--- config.mk ---
export PLATFORM = sky130hd
export DESIGN_NAME = varint_message_header_deframer
export DESIGN_NICKNAME = d
export VERILOG_FILES = /design/src/sv/vmhd_pkg.sv /design/src/sv/vmhd_in_stage.sv /design/src/sv/vmhd_core.sv /design/src/sv/vmhd_out_stage.sv /design/src/sv/varint_message_header_deframer.sv
export SDC_FILE = /design/constraint.sdc
export NUM_CORES = 1
export LEC_CHECK = 0
export ABC_AREA = 0
export CORE_ASPECT_RATIO = 0.6
export CORE_MARGIN = 2
export CORE_UTILIZATION = 25
export CTS_CLUSTER_SIZE = 10
export DETAILED_ROUTE_END_ITERATION = 10
export DONT_BUFFER_PORTS = 1
export GPL_TIMING_DRIVEN = 0
export HOLD_SLACK_MARGIN = 0.1
export PLACE_DENSITY = 0.38
export SKIP_CTS_REPAIR_TIMING = 1
export SLEW_MARGIN = 15
export SYNTH_ARGS = -nofsm -noshare
export SYNTH_HDL_FRONTEND = slang
export SYNTH_HIERARCHICAL = 1
export SYNTH_SLANG_ARGS = --single-unit
--- constraint.sdc ---
create_clock -name clk -period 6.65 [get_ports clk]
set_clock_uncertainty 0.1 [all_clocks]
set_input_delay 0.3325 -clock clk [delete_from_list [all_inputs] [get_ports clk]]
set_output_delay 0.3325 -clock clk [all_outputs]
set_load 0.005 [all_outputs]
--- src/sv/vmhd_pkg.sv ---
// Shared types and constants for the varint message header deframer.
// No dependencies; used by the core, the output stage, the top level and the checker.
package vmhd_pkg;

  localparam logic [2:0] MAX_VARINT_BYTES = 3'd5;
  localparam logic [31:0] MASK_RESET = 32'd112;
  localparam logic [23:0] MAX_SIZE_RESET = 24'd1048576;

  typedef enum logic [1:0] {
    SEL_TYPE    = 2'd0,
    SEL_TICK    = 2'd1,
    SEL_SIZE    = 2'd2,
    SEL_PAYLOAD = 2'd3
  } sel_t;

  typedef enum logic [1:0] {
    KIND_HEADER  = 2'd0,
    KIND_PAYLOAD = 2'd1,
    KIND_ERROR   = 2'd2
  } kind_t;

  typedef enum logic [1:0] {
    ERR_NONE        = 2'd0,
    ERR_VARINT_LONG = 2'd1,
    ERR_TOO_BIG     = 2'd2
  } err_t;

  typedef enum logic [1:0] {
    PHASE_RUNNING  = 2'd0,
    PHASE_END_SEEN = 2'd1,
    PHASE_FINAL    = 2'd2
  } phase_t;

  typedef enum logic {
    CFG_COMPRESSED_MASK  = 1'b0,
    CFG_MAX_PAYLOAD_SIZE = 1'b1
  } cfg_idx_t;

  typedef struct packed {
    kind_t       kind;
    logic [31:0] msg_type;
    logic [31:0] tick;
    logic [31:0] size;
    logic        comp;
    phase_t      phase;
    logic [7:0]  data;
    logic        last;
    err_t        err;
  } result_t;

endpackage

--- src/sv/vmhd_in_stage.sv ---
// Input register of the deframer: holds one byte transaction until the core consumes it.
// Depends on nothing beyond the ports.
module vmhd_in_stage (
  input  logic       clk,
  input  logic       rst_n,
  input  logic       in_valid,
  output logic       in_ready,
  input  logic [7:0] in_data_byte,
  input  logic       in_skip_message,
  input  logic       advance,
  output logic       held_valid,
  output logic [7:0] held_byte,
  output logic       held_skip
);

  logic       valid_r;
  logic [7:0] byte_r;
  logic       skip_r;

  assign in_ready = !valid_r || advance;

  always_ff @(posedge clk) begin
    if (!rst_n) begin
      valid_r <= 1'b0;
    end else if (in_valid && in_ready) begin
      valid_r <= 1'b1;
    end else if (advance) begin
      valid_r <= 1'b0;
    end
  end

  always_ff @(posedge clk) begin
    if (in_valid && in_ready) begin
      byte_r <= in_data_byte;
      skip_r <= in_skip_message;
    end
  end

  assign held_valid = valid_r;
  assign held_byte  = byte_r;
  assign held_skip  = skip_r;

endmodule

--- src/sv/vmhd_core.sv ---
// Deframer state and per-byte step logic: varint assembly, header build, payload pass.
// Uses vmhd_pkg for the field select, result and code types.
module vmhd_core (
  input  logic                clk,
  input  logic                rst_n,
  input  logic                step_en,
  input  logic [7:0]          data_byte,
  input  logic                skip,
  input  logic [31:0]         compressed_mask,
  input  logic [23:0]         max_payload_size,
  output logic                has_result,
  output vmhd_pkg::result_t   result
);

  vmhd_pkg::sel_t   sel_r, sel_nxt;
  logic [2:0]       count_r, count_nxt;
  logic [31:0]      accum_r, accum_nxt;
  logic [31:0]      type_r, type_nxt;
  logic [31:0]      tick_r, tick_nxt;
  logic [31:0]      remain_r, remain_nxt;
  logic             skip_r, skip_nxt;
  vmhd_pkg::phase_t phase_r, phase_nxt;
  logic             halted_r, halted_nxt;

  logic [5:0]       shamt;
  logic [31:0]      acc_new;
  logic             more;
  logic             overlong;
  logic [31:0]      remain_dec;
  logic             comp;
  logic [31:0]      clean;
  vmhd_pkg::phase_t phase_hdr;
  logic             too_big;

  // 7 * count as shift distance; groups beyond bit 31 fall away
  assign shamt      = ({3'b000, count_r} << 3) - {3'b000, count_r};
  assign acc_new    = accum_r | ({25'd0, data_byte[6:0]} << shamt);
  assign more       = data_byte[7];
  assign overlong   = count_r >= vmhd_pkg::MAX_VARINT_BYTES;
  assign remain_dec = remain_r - {31'd0, (remain_r != 32'd0)};
  assign comp       = (type_r & compressed_mask) != 32'd0;
  assign clean      = type_r & ~compressed_mask;
  assign too_big    = !skip && (acc_new > {8'd0, max_payload_size});

  always_comb begin
    phase_hdr = phase_r;
    if (phase_r == vmhd_pkg::PHASE_END_SEEN) phase_hdr = vmhd_pkg::PHASE_FINAL;
    if (clean == 32'd0) phase_hdr = vmhd_pkg::PHASE_END_SEEN;
  end

  // next state
  always_comb begin
    sel_nxt    = sel_r;
    count_nxt  = count_r;
    accum_nxt  = accum_r;
    type_nxt   = type_r;
    tick_nxt   = tick_r;
    remain_nxt = remain_r;
    skip_nxt   = skip_r;
    phase_nxt  = phase_r;
    halted_nxt = halted_r;
    if (!halted_r) begin
      if (sel_r == vmhd_pkg::SEL_PAYLOAD) begin
        remain_nxt = remain_dec;
        if (remain_dec == 32'd0) sel_nxt = vmhd_pkg::SEL_TYPE;
      end else if (overlong) begin
        halted_nxt = 1'b1;
      end else if (more) begin
        accum_nxt = acc_new;
        count_nxt = count_r + 3'd1;
      end else begin
        accum_nxt = 32'd0;
        count_nxt = 3'd0;
        unique case (sel_r)
          vmhd_pkg::SEL_TYPE: begin
            type_nxt = acc_new;
            sel_nxt  = vmhd_pkg::SEL_TICK;
          end
          vmhd_pkg::SEL_TICK: begin
            tick_nxt = acc_new;
            sel_nxt  = vmhd_pkg::SEL_SIZE;
          end
          default: begin
            phase_nxt = phase_hdr;
            if (too_big) begin
              halted_nxt = 1'b1;
            end else begin
              skip_nxt   = skip;
              remain_nxt = acc_new;
              sel_nxt    = (acc_new == 32'd0) ? vmhd_pkg::SEL_TYPE : vmhd_pkg::SEL_PAYLOAD;
            end
          end
        endcase
      end
    end
  end

  // result of this byte
  always_comb begin
    has_result   = 1'b0;
    result       = '0;
    result.phase = phase_r;
    if (!halted_r) begin
      if (sel_r == vmhd_pkg::SEL_PAYLOAD) begin
        has_result  = !skip_r;
        result.kind = vmhd_pkg::KIND_PAYLOAD;
        result.data = data_byte;
        result.last = remain_dec == 32'd0;
      end else if (overlong) begin
        has_result  = 1'b1;
        result.kind = vmhd_pkg::KIND_ERROR;
        result.err  = vmhd_pkg::ERR_VARINT_LONG;
      end else if (!more && sel_r == vmhd_pkg::SEL_SIZE) begin
        has_result   = 1'b1;
        result.phase = phase_hdr;
        if (too_big) begin
          result.kind = vmhd_pkg::KIND_ERROR;
          result.err  = vmhd_pkg::ERR_TOO_BIG;
        end else begin
          result.kind = vmhd_pkg::KIND_HEADER;
          result.last = skip || (acc_new == 32'd0);
          if (!skip) begin
            result.msg_type = clean;
            result.tick     = tick_r;
            result.size     = acc_new;
            result.comp     = comp;
          end
        end
      end
    end
  end

  always_ff @(posedge clk) begin
    if (!rst_n) begin
      sel_r    <= vmhd_pkg::SEL_TYPE;
      count_r  <= 3'd0;
      accum_r  <= 32'd0;
      type_r   <= 32'd0;
      tick_r   <= 32'd0;
      remain_r <= 32'd0;
      skip_r   <= 1'b0;
      phase_r  <= vmhd_pkg::PHASE_RUNNING;
      halted_r <= 1'b0;
    end else if (step_en) begin
      sel_r    <= sel_nxt;
      count_r  <= count_nxt;
      accum_r  <= accum_nxt;
      type_r   <= type_nxt;
      tick_r   <= tick_nxt;
      remain_r <= remain_nxt;
      skip_r   <= skip_nxt;
      phase_r  <= phase_nxt;
      halted_r <= halted_nxt;
    end
  end

endmodule

--- src/sv/vmhd_out_stage.sv ---
// Result register of the deframer: holds one result transaction until the sink takes it.
// Uses vmhd_pkg::result_t.
module vmhd_out_stage (
  input  logic              clk,
  input  logic              rst_n,
  input  logic              load,
  input  vmhd_pkg::result_t load_data,
  input  logic              out_ready,
  output logic              out_valid,
  output logic              free,
  output vmhd_pkg::result_t data
);

  logic              valid_r;
  vmhd_pkg::result_t data_r;

  assign free = !valid_r || out_ready;

  always_ff @(posedge clk) begin
    if (!rst_n) begin
      valid_r <= 1'b0;
    end else if (load) begin
      valid_r <= 1'b1;
    end else if (out_ready) begin
      valid_r <= 1'b0;
    end
  end

  always_ff @(posedge clk) begin
    if (load) begin
      data_r <= load_data;
    end
  end

  assign out_valid = valid_r;
  assign data      = data_r;

endmodule

--- src/sv/varint_message_header_deframer.sv ---
// A byte accepted into the input register is stepped once the result register is free or
// the byte has no result; that step loads its result, if any, into the result register.
// Throughput: one byte per cycle unless a result waits on a full result register.
// Reset (rst_n low, synchronous): parse state, sticky error and both valid flags cleared,
// configuration back to mask 0x70 and size limit 1048576.
module varint_message_header_deframer (
  input  logic        clk,
  input  logic        rst_n,
  input  logic        in_valid,
  output logic        in_ready,
  input  logic [7:0]  in_data_byte,
  input  logic        in_skip_message,
  output logic        out_valid,
  input  logic        out_ready,
  output logic [1:0]  out_result_kind,
  output logic [31:0] out_message_type,
  output logic [31:0] out_message_tick,
  output logic [31:0] out_payload_size,
  output logic        out_is_compressed,
  output logic [1:0]  out_stream_phase,
  output logic [7:0]  out_payload_data,
  output logic        out_last_of_message,
  output logic [1:0]  out_error_code,
  input  logic        cfg_we,
  input  logic        cfg_addr,
  input  logic [31:0] cfg_wdata
);

  logic              held_valid;
  logic [7:0]        held_byte;
  logic              held_skip;
  logic              advance;
  logic              has_result;
  logic              out_free;
  vmhd_pkg::result_t step_res;
  vmhd_pkg::result_t out_res;
  logic [31:0]       compressed_mask_r;
  logic [23:0]       max_size_r;

  always_ff @(posedge clk) begin
    if (!rst_n) begin
      compressed_mask_r <= vmhd_pkg::MASK_RESET;
      max_size_r        <= vmhd_pkg::MAX_SIZE_RESET;
    end else if (cfg_we) begin
      unique case (vmhd_pkg::cfg_idx_t'(cfg_addr))
        vmhd_pkg::CFG_COMPRESSED_MASK:  compressed_mask_r <= cfg_wdata;
        vmhd_pkg::CFG_MAX_PAYLOAD_SIZE: max_size_r        <= cfg_wdata[23:0];
        default: ;
      endcase
    end
  end

  // a byte with no result never waits on the sink
  assign advance = held_valid && (!has_result || out_free);

  vmhd_in_stage u_in (
    .clk             (clk),
    .rst_n           (rst_n),
    .in_valid        (in_valid),
    .in_ready        (in_ready),
    .in_data_byte    (in_data_byte),
    .in_skip_message (in_skip_message),
    .advance         (advance),
    .held_valid      (held_valid),
    .held_byte       (held_byte),
    .held_skip       (held_skip)
  );

  vmhd_core u_core (
    .clk              (clk),
    .rst_n            (rst_n),
    .step_en          (advance),
    .data_byte        (held_byte),
    .skip             (held_skip),
    .compressed_mask  (compressed_mask_r),
    .max_payload_size (max_size_r),
    .has_result       (has_result),
    .result           (step_res)
  );

  vmhd_out_stage u_out (
    .clk       (clk),
    .rst_n     (rst_n),
    .load      (advance && has_result),
    .load_data (step_res),
    .out_ready (out_ready),
    .out_valid (out_valid),
    .free      (out_free),
    .data      (out_res)
  );

  assign out_result_kind     = out_res.kind;
  assign out_message_type    = out_res.msg_type;
  assign out_message_tick    = out_res.tick;
  assign out_payload_size    = out_res.size;
  assign out_is_compressed   = out_res.comp;
  assign out_stream_phase    = out_res.phase;
  assign out_payload_data    = out_res.data;
  assign out_last_of_message = out_res.last;
  assign out_error_code      = out_res.err;

endmodule

==> impl_metrics.env, run 1 <==
export IMPL_status="completed"
export IMPL_clock_sinks=316
export IMPL_io_pins=161
export IMPL_routedLengthMet1_microns=28200
export IMPL_clockBufferDepth=3
export IMPL_wl_met2_microns=21300
export IMPL_syn_to_final_growth_pct=20.3
export IMPL_max_cap_viol_count=0
export IMPL_max_slew_worst_pin_slew_ns=1.42
export IMPL_hold_class="primary input to register"
export IMPL_rows=68
export IMPL_worstPathCellList="buf_2 -> inv_2 -> ha_1 -> buf_4 -> xor2_1 -> nor3_2 -> a31oi_1 -> inv_1 -> ha_1 -> a21oi_1 -> o21ai_0 -> a221o_1 -> o21ai_1 -> nand2_1 -> nor3_2 -> buf_2 -> and2_1"
export IMPL_ys_flop_type="dfxtp_1"
export IMPL_ff2ff_path_depth=17
export IMPL_syn_area_sq_um=14400
export IMPL_drt_iter0_drc=1115
export IMPL_start_util=0.252
export IMPL_crit_family="compound AO/OA/AOI/OAI gates"
export IMPL_wl_per_cell_microns=22.5
export IMPL_layout_cells_non_filler=2401
export IMPL_cts_made_buffers=40
export IMPL_timing_final_crit_share=0.944
export IMPL_antenna_found_initial=1
export IMPL_synth_mux_area_frac=0.0475
export IMPL_drv_slew=0
export IMPL_p_total_mw=4.85
export IMPL_hold_viol=0
export IMPL_power_density_nw_per_um2=279
export IMPL_worst_slack_ns=0.374
export IMPL_ys_seq_area_frac=0.522
export IMPL_via_per_inst=4.91
export IMPL_grt_max_degree=57
export IMPL_ys_ff_latch=316
export IMPL_grt_pass1_wl_microns=77900
export IMPL_cp_depth=17
export IMPL_synth_cells=1497
export IMPL_crit_path_start_kind="register"
export IMPL_end_kind="register"
export IMPL_grt_pass1_vias=11109
export IMPL_dieArea_sq_um=59800
export IMPL_cts_tree="done"
export IMPL_placed_cells=2278
export IMPL_core_area_sq_um=57300
export IMPL_cts_clk_slew_worst_paths_ns=0.06
export IMPL_overflow=0
export IMPL_cts_root_buf="clkbuf_16"
export IMPL_fin_crit_ns=6.28
export IMPL_drcViolationCount=0
export IMPL_critPathArrivalTime_ns=6.61
export IMPL_worstSkewPairLatency_ns=0.58
export IMPL_yosysWarnings=6
export IMPL_dp_hpwl_microns=40400
export IMPL_synth_adder_area_share=0.0251
export IMPL_wl_met3_microns=3720
export IMPL_portBuffers=0
export IMPL_ir_worst_vdd_v=0.000159
export IMPL_htreeDepth=2
export IMPL_setup_viol=0
export IMPL_regArea_sq_um=7540
export IMPL_grt_usage=0.178
export IMPL_final_cell_mix="nor2_1, dfxtp_1, nand2_1, edfxtp_1, clkbuf_1"
export IMPL_synthArstFlopShare=0
export IMPL_crit_path_max_incr_delay_ns=1.08
export IMPL_holdPathStages=4
export IMPL_cp_max_fo=10
export IMPL_synth_avg_cell_area_sq_um=9.65
export IMPL_worstPathRequired_ns=6.99
export IMPL_maxSlewHeadroom=0.0512
export IMPL_ant_nets=0
export IMPL_layout_commonest_cell="nor2_1"
export IMPL_synth_compound_area_frac=0.145
export IMPL_place_ws_ns=0.0665
export IMPL_synth_simple_gate_area_share=0.198
export IMPL_cp_num_buf_inv=5
export IMPL_critPathKind="register to register"
export IMPL_fin_util=0.303
export IMPL_vias=11779
export IMPL_final_nets=1677
export IMPL_synth_top_family_by_area="simple AND/OR/NAND/NOR gates"
export IMPL_drive_above_1_share=0.0940
export IMPL_fp_dieW_microns=314
export IMPL_highest_layer="met4"
export IMPL_synth_edff_count=121
export IMPL_p_leak_nw=6.50
export IMPL_synthXorXnorAreaFrac=0.00970
export IMPL_cpMaxStageDelayCell="a31oi_1"
export IMPL_die_h_microns=190
export IMPL_fmaxAchievable_mhz=159
export IMPL_synthDistinctLibCells=87
export IMPL_multi_input_area_sq_um=6250
export IMPL_fill_cells=6010
export IMPL_first_pass_iters=7
export IMPL_gp_congestion=0.859
export IMPL_grt_setup_unrepaired="no"
export IMPL_routed_wl_microns=54100
-- power by group --
| part | leakage (nW) | internal, mW | switching [mW] | total (mW) |
|---|---|---|---|---|
| logic | 2.95 | 0.191 | 0.391 | 0.581 |
| registers | 2.94 | 2.05 | 0.0492 | 2.10 |
| clock network | 0.616 | 1.27 | 0.896 | 2.17 |
-- per-layer routing --
layer	up-vias	track usage
li1	5533	-
met1	5766	0.280
met2	414	0.238
met3	66	0.0420
met4	0	0.0408
met5	-	0
-- final timing paths --
check	slack (ns)	endpoint	start
hold reg to reg	0.36	max_size_r[12]	max_size_r[12]
setup reg to reg	0.37	u_out/data[72]	u_core/count_r[0]
setup / recovery	0.37	u_out/data[72]	u_core/count_r[0]
hold / removal	0.14	compressed_mask_r[18]	cfg_addr
-- worst min-delay path, cell delays in order --
cell     delay (ns)
nor2b_1        0.03
buf_6          0.13
buf_6          0.15
mux2i_1        0.12
-- flip-flops by register name (all words and copies together) (netlist names) --
signal / count
u_core/phase_r: 2
u_core/tick_r: 32
u_in/held_skip: 1
u_core/type_r: 32
u_core/sel_r: 2
u_core/halted_r: 1
u_out/out_valid: 1
u_core/accum_r: 32
u_in/held_byte: 8
u_core/remain_r: 32
u_in/held_valid: 1
u_core/count_r: 3
u_out/data: 112
u_core/skip_r: 1
max_size_r: 24
compressed_mask_r: 32
-- area by class of cell --
| cell class | instances | area share |
|---|---|---|
| Sequential cell | 316 | 0.434 |
| Clock inverter | 6 | 0.00756 |
| Tap cell | 770 | 0.0554 |
| Timing Repair Buffer | 55 | 0.0338 |
| Multi-Input combinational cell | 1020 | 0.359 |
| Buffer | 102 | 0.0291 |
| Antenna cell | 3 | 0.000432 |
| Inverter | 66 | 0.0143 |
| Clock buffer | 63 | 0.0661 |
-- kinds of logic after synthesis --
group | Yosys count
multiplexers | 66
adder cells (fa/ha/maj) | 29
AND/OR/NAND/NOR | 594
XOR/XNOR | 16
AO/OA/AOI/OAI | 307
flip-flops | 316
other | 1
buffers and inverters | 168
-- cells in the mapped netlist, types with 11 or more instances --
library cell  count  area [sq um]
nand3_1          13          65.1
nand2_1         146           548
clkbuf_1         53           199
ha_1             29           363
a211oi_1         66           495
o211ai_1         30           225
mux2i_1          58           581
nor2_1          205           769
buf_2            24           120
o21ai_0          51           255
nor3_1           49           245
nor4_1           21           131
xnor2_1          11          96.3
and2_1           45           282
nand4_1          23           144
inv_1            64           240
dfxtp_1         195          3900
edfxtp_1        121          3630
nand2b_1         36           225
a21oi_1          55           275
-- stage by stage --
step           hold slack [ns]  cell area, sq um  setup TNS (ns)
6_report                 0.145             17400               0
5_1_grt                  0.136             17400               0
4_1_cts                 -0.283             16800               0
3_5_place_dp             0.331             15600               0
3_3_place_gp             0.331             15400          -70.93
2_1_floorplan            0.331             14500               0
(Power assumes the default switching activity.)
==> run 2: changes to the inputs <==
- clock period: 6.65 -> 6 ns (I/O delays scaled with it)
==> run 2 against run 1 <==
Compared with the run above: die area unchanged; sequential power increased by 11%; largest power group unchanged; design area increased by 0.68%; total power rose by 11%.
==> impl_metrics.env, run 2 (synthesis results as in run 1) <==
export IMPL_status="completed"
export IMPL_layout_cells_non_filler=2402
export IMPL_overflow=0
export IMPL_p_total_mw=5.38
export IMPL_vias=11811
export IMPL_ir_worst_vdd_v=0.000173
export IMPL_routed_wl_microns=54200
export IMPL_multi_input_area_sq_um=6360
export IMPL_hold_viol=0
export IMPL_gp_congestion=0.859
export IMPL_timing_final_crit_share=0.966
export IMPL_dp_hpwl_microns=40400
export IMPL_start_util=0.252
export IMPL_ant_nets=0
export IMPL_io_pins=161
export IMPL_htreeDepth=2
export IMPL_cts_made_buffers=40
export IMPL_antenna_found_initial=1
export IMPL_hold_class="primary input to register"
export IMPL_grt_pass1_vias=11109
export IMPL_grt_setup_unrepaired="no"
export IMPL_clock_sinks=316
export IMPL_grt_usage=0.178
export IMPL_wl_per_cell_microns=22.6
export IMPL_maxSlewHeadroom=0.311
export IMPL_die_h_microns=190
export IMPL_p_leak_nw=6.54
export IMPL_clockBufferDepth=3
export IMPL_fill_cells=5992
export IMPL_via_per_inst=4.92
export IMPL_worstPathRequired_ns=6.31
export IMPL_max_cap_viol_count=0
export IMPL_final_cell_mix="nor2_1, dfxtp_1, nand2_1, edfxtp_1, clkbuf_1"
export IMPL_fp_dieW_microns=314
export IMPL_crit_path_start_kind="register"
export IMPL_dieArea_sq_um=59800
export IMPL_whs_ns=0.111
export IMPL_portBuffers=0
export IMPL_fin_crit_ns=5.80
export IMPL_largest_reg_flops=112
export IMPL_grt_pass1_wl_microns=77900
export IMPL_regArea_sq_um=7540
export IMPL_worstSkewPairLatency_ns=0.59
export IMPL_rows=68
export IMPL_fmaxAchievable_mhz=173
export IMPL_final_cell_area_sq_um=17500
export IMPL_cts_tree="done"
export IMPL_dpl_cell_area_sq_um=15600
export IMPL_worst_slack_ns=0.204
export IMPL_setup_viol=0
export IMPL_layout_commonest_cell="nor2_1"
export IMPL_critPathKind="register to register"
export IMPL_drcViolationCount=0
export IMPL_core_area_sq_um=57300
export IMPL_power_density_nw_per_um2=308
export IMPL_drv_slew=0
export IMPL_drive_above_1_share=0.100
export IMPL_cts_root_buf="clkbuf_16"
export IMPL_final_nets=1677
export IMPL_placed_cells=2278
export IMPL_grt_max_degree=57
export IMPL_end_kind="register"
export IMPL_cp_max_fo=10
export IMPL_drt_iter0_drc=1015
export IMPL_place_ws_ns=-0.584
export IMPL_first_pass_iters=5
export IMPL_critPathArrivalTime_ns=6.11
export IMPL_cts_clk_slew_worst_paths_ns=0.06
export IMPL_syn_to_final_growth_pct=21.1
export IMPL_max_slew_worst_pin_slew_ns=1.03
run 2: changes by cell type in the layout (fill, tap and decap cells not counted), moves of 2 or more:
cell      delta
a21oi_1      -4
a21oi_2      -2
a21oi_4      +6
clkbuf_4     +2
nor3_4       +2
run 2: layout make-up:
class	instances	area share
antenna	4	0.000572
buffer	102	0.0293
clock buffer	63	0.0657
clock inverter	6	0.00751
inverter	66	0.0142
multi-input combinational	1020	0.363
sequential	316	0.431
tap	770	0.0551
timing repair buffer	55	0.0336
run 2: stage by stage:
stage,util,TNS [ns]
after floorplan,-,0
after global placement,0.270,-208.41
after detailed placement,0.272,-36.35
after CTS,0.294,-39.95
after global routing,0.305,0
final,0.306,0
run 2: worst max-delay path, cell delays in order (launching register included):
cell,delay [ns]
dfxtp_1,0.44
buf_2,0.25
inv_2,0.14
ha_1,0.22
buf_4,0.17
xor2_1,0.48
nor3_4,0.20
a21oi_2,0.60
inv_1,0.27
ha_1,0.37
nand4_1,0.19
nor4_1,0.50
o21ai_0,0.16
a31oi_1,0.25
o21ai_2,0.17
a21o_2,0.31
o21ai_4,0.31
buf_2,0.35
o31ai_1,0.12
run 2: where the power goes:
part | leakage, nW | total [mW] | internal (mW) | switching, mW
combinational | 2.98 | 0.655 | 0.215 | 0.440
sequential | 2.94 | 2.33 | 2.27 | 0.0552
clock | 0.616 | 2.40 | 1.41 | 0.995
total | 6.54 | 5.38 | 3.89 | 1.49
run 2: metal layers:
metal / track usage / vias up / wire [microns]
met2: 0.238 / 360 / 21300
met4: 0.0408 / 0 / 948
li1: - / 5540 / -
met1: 0.280 / 5842 / 28500
met5: 0 / - / 0
met3: 0.0420 / 69 / 3410
run 2: path summary, 6_finish.rpt:
kind	slack (ns)	end	start	cells after the start
hold / removal	0.11	compressed_mask_r[18]	cfg_addr	4
setup / recovery	0.20	u_core/remain_r[28]	u_core/count_r[0]	18
setup reg to reg	0.20	u_core/remain_r[28]	u_core/count_r[0]	18
hold reg to reg	0.36	max_size_r[12]	max_size_r[12]	2
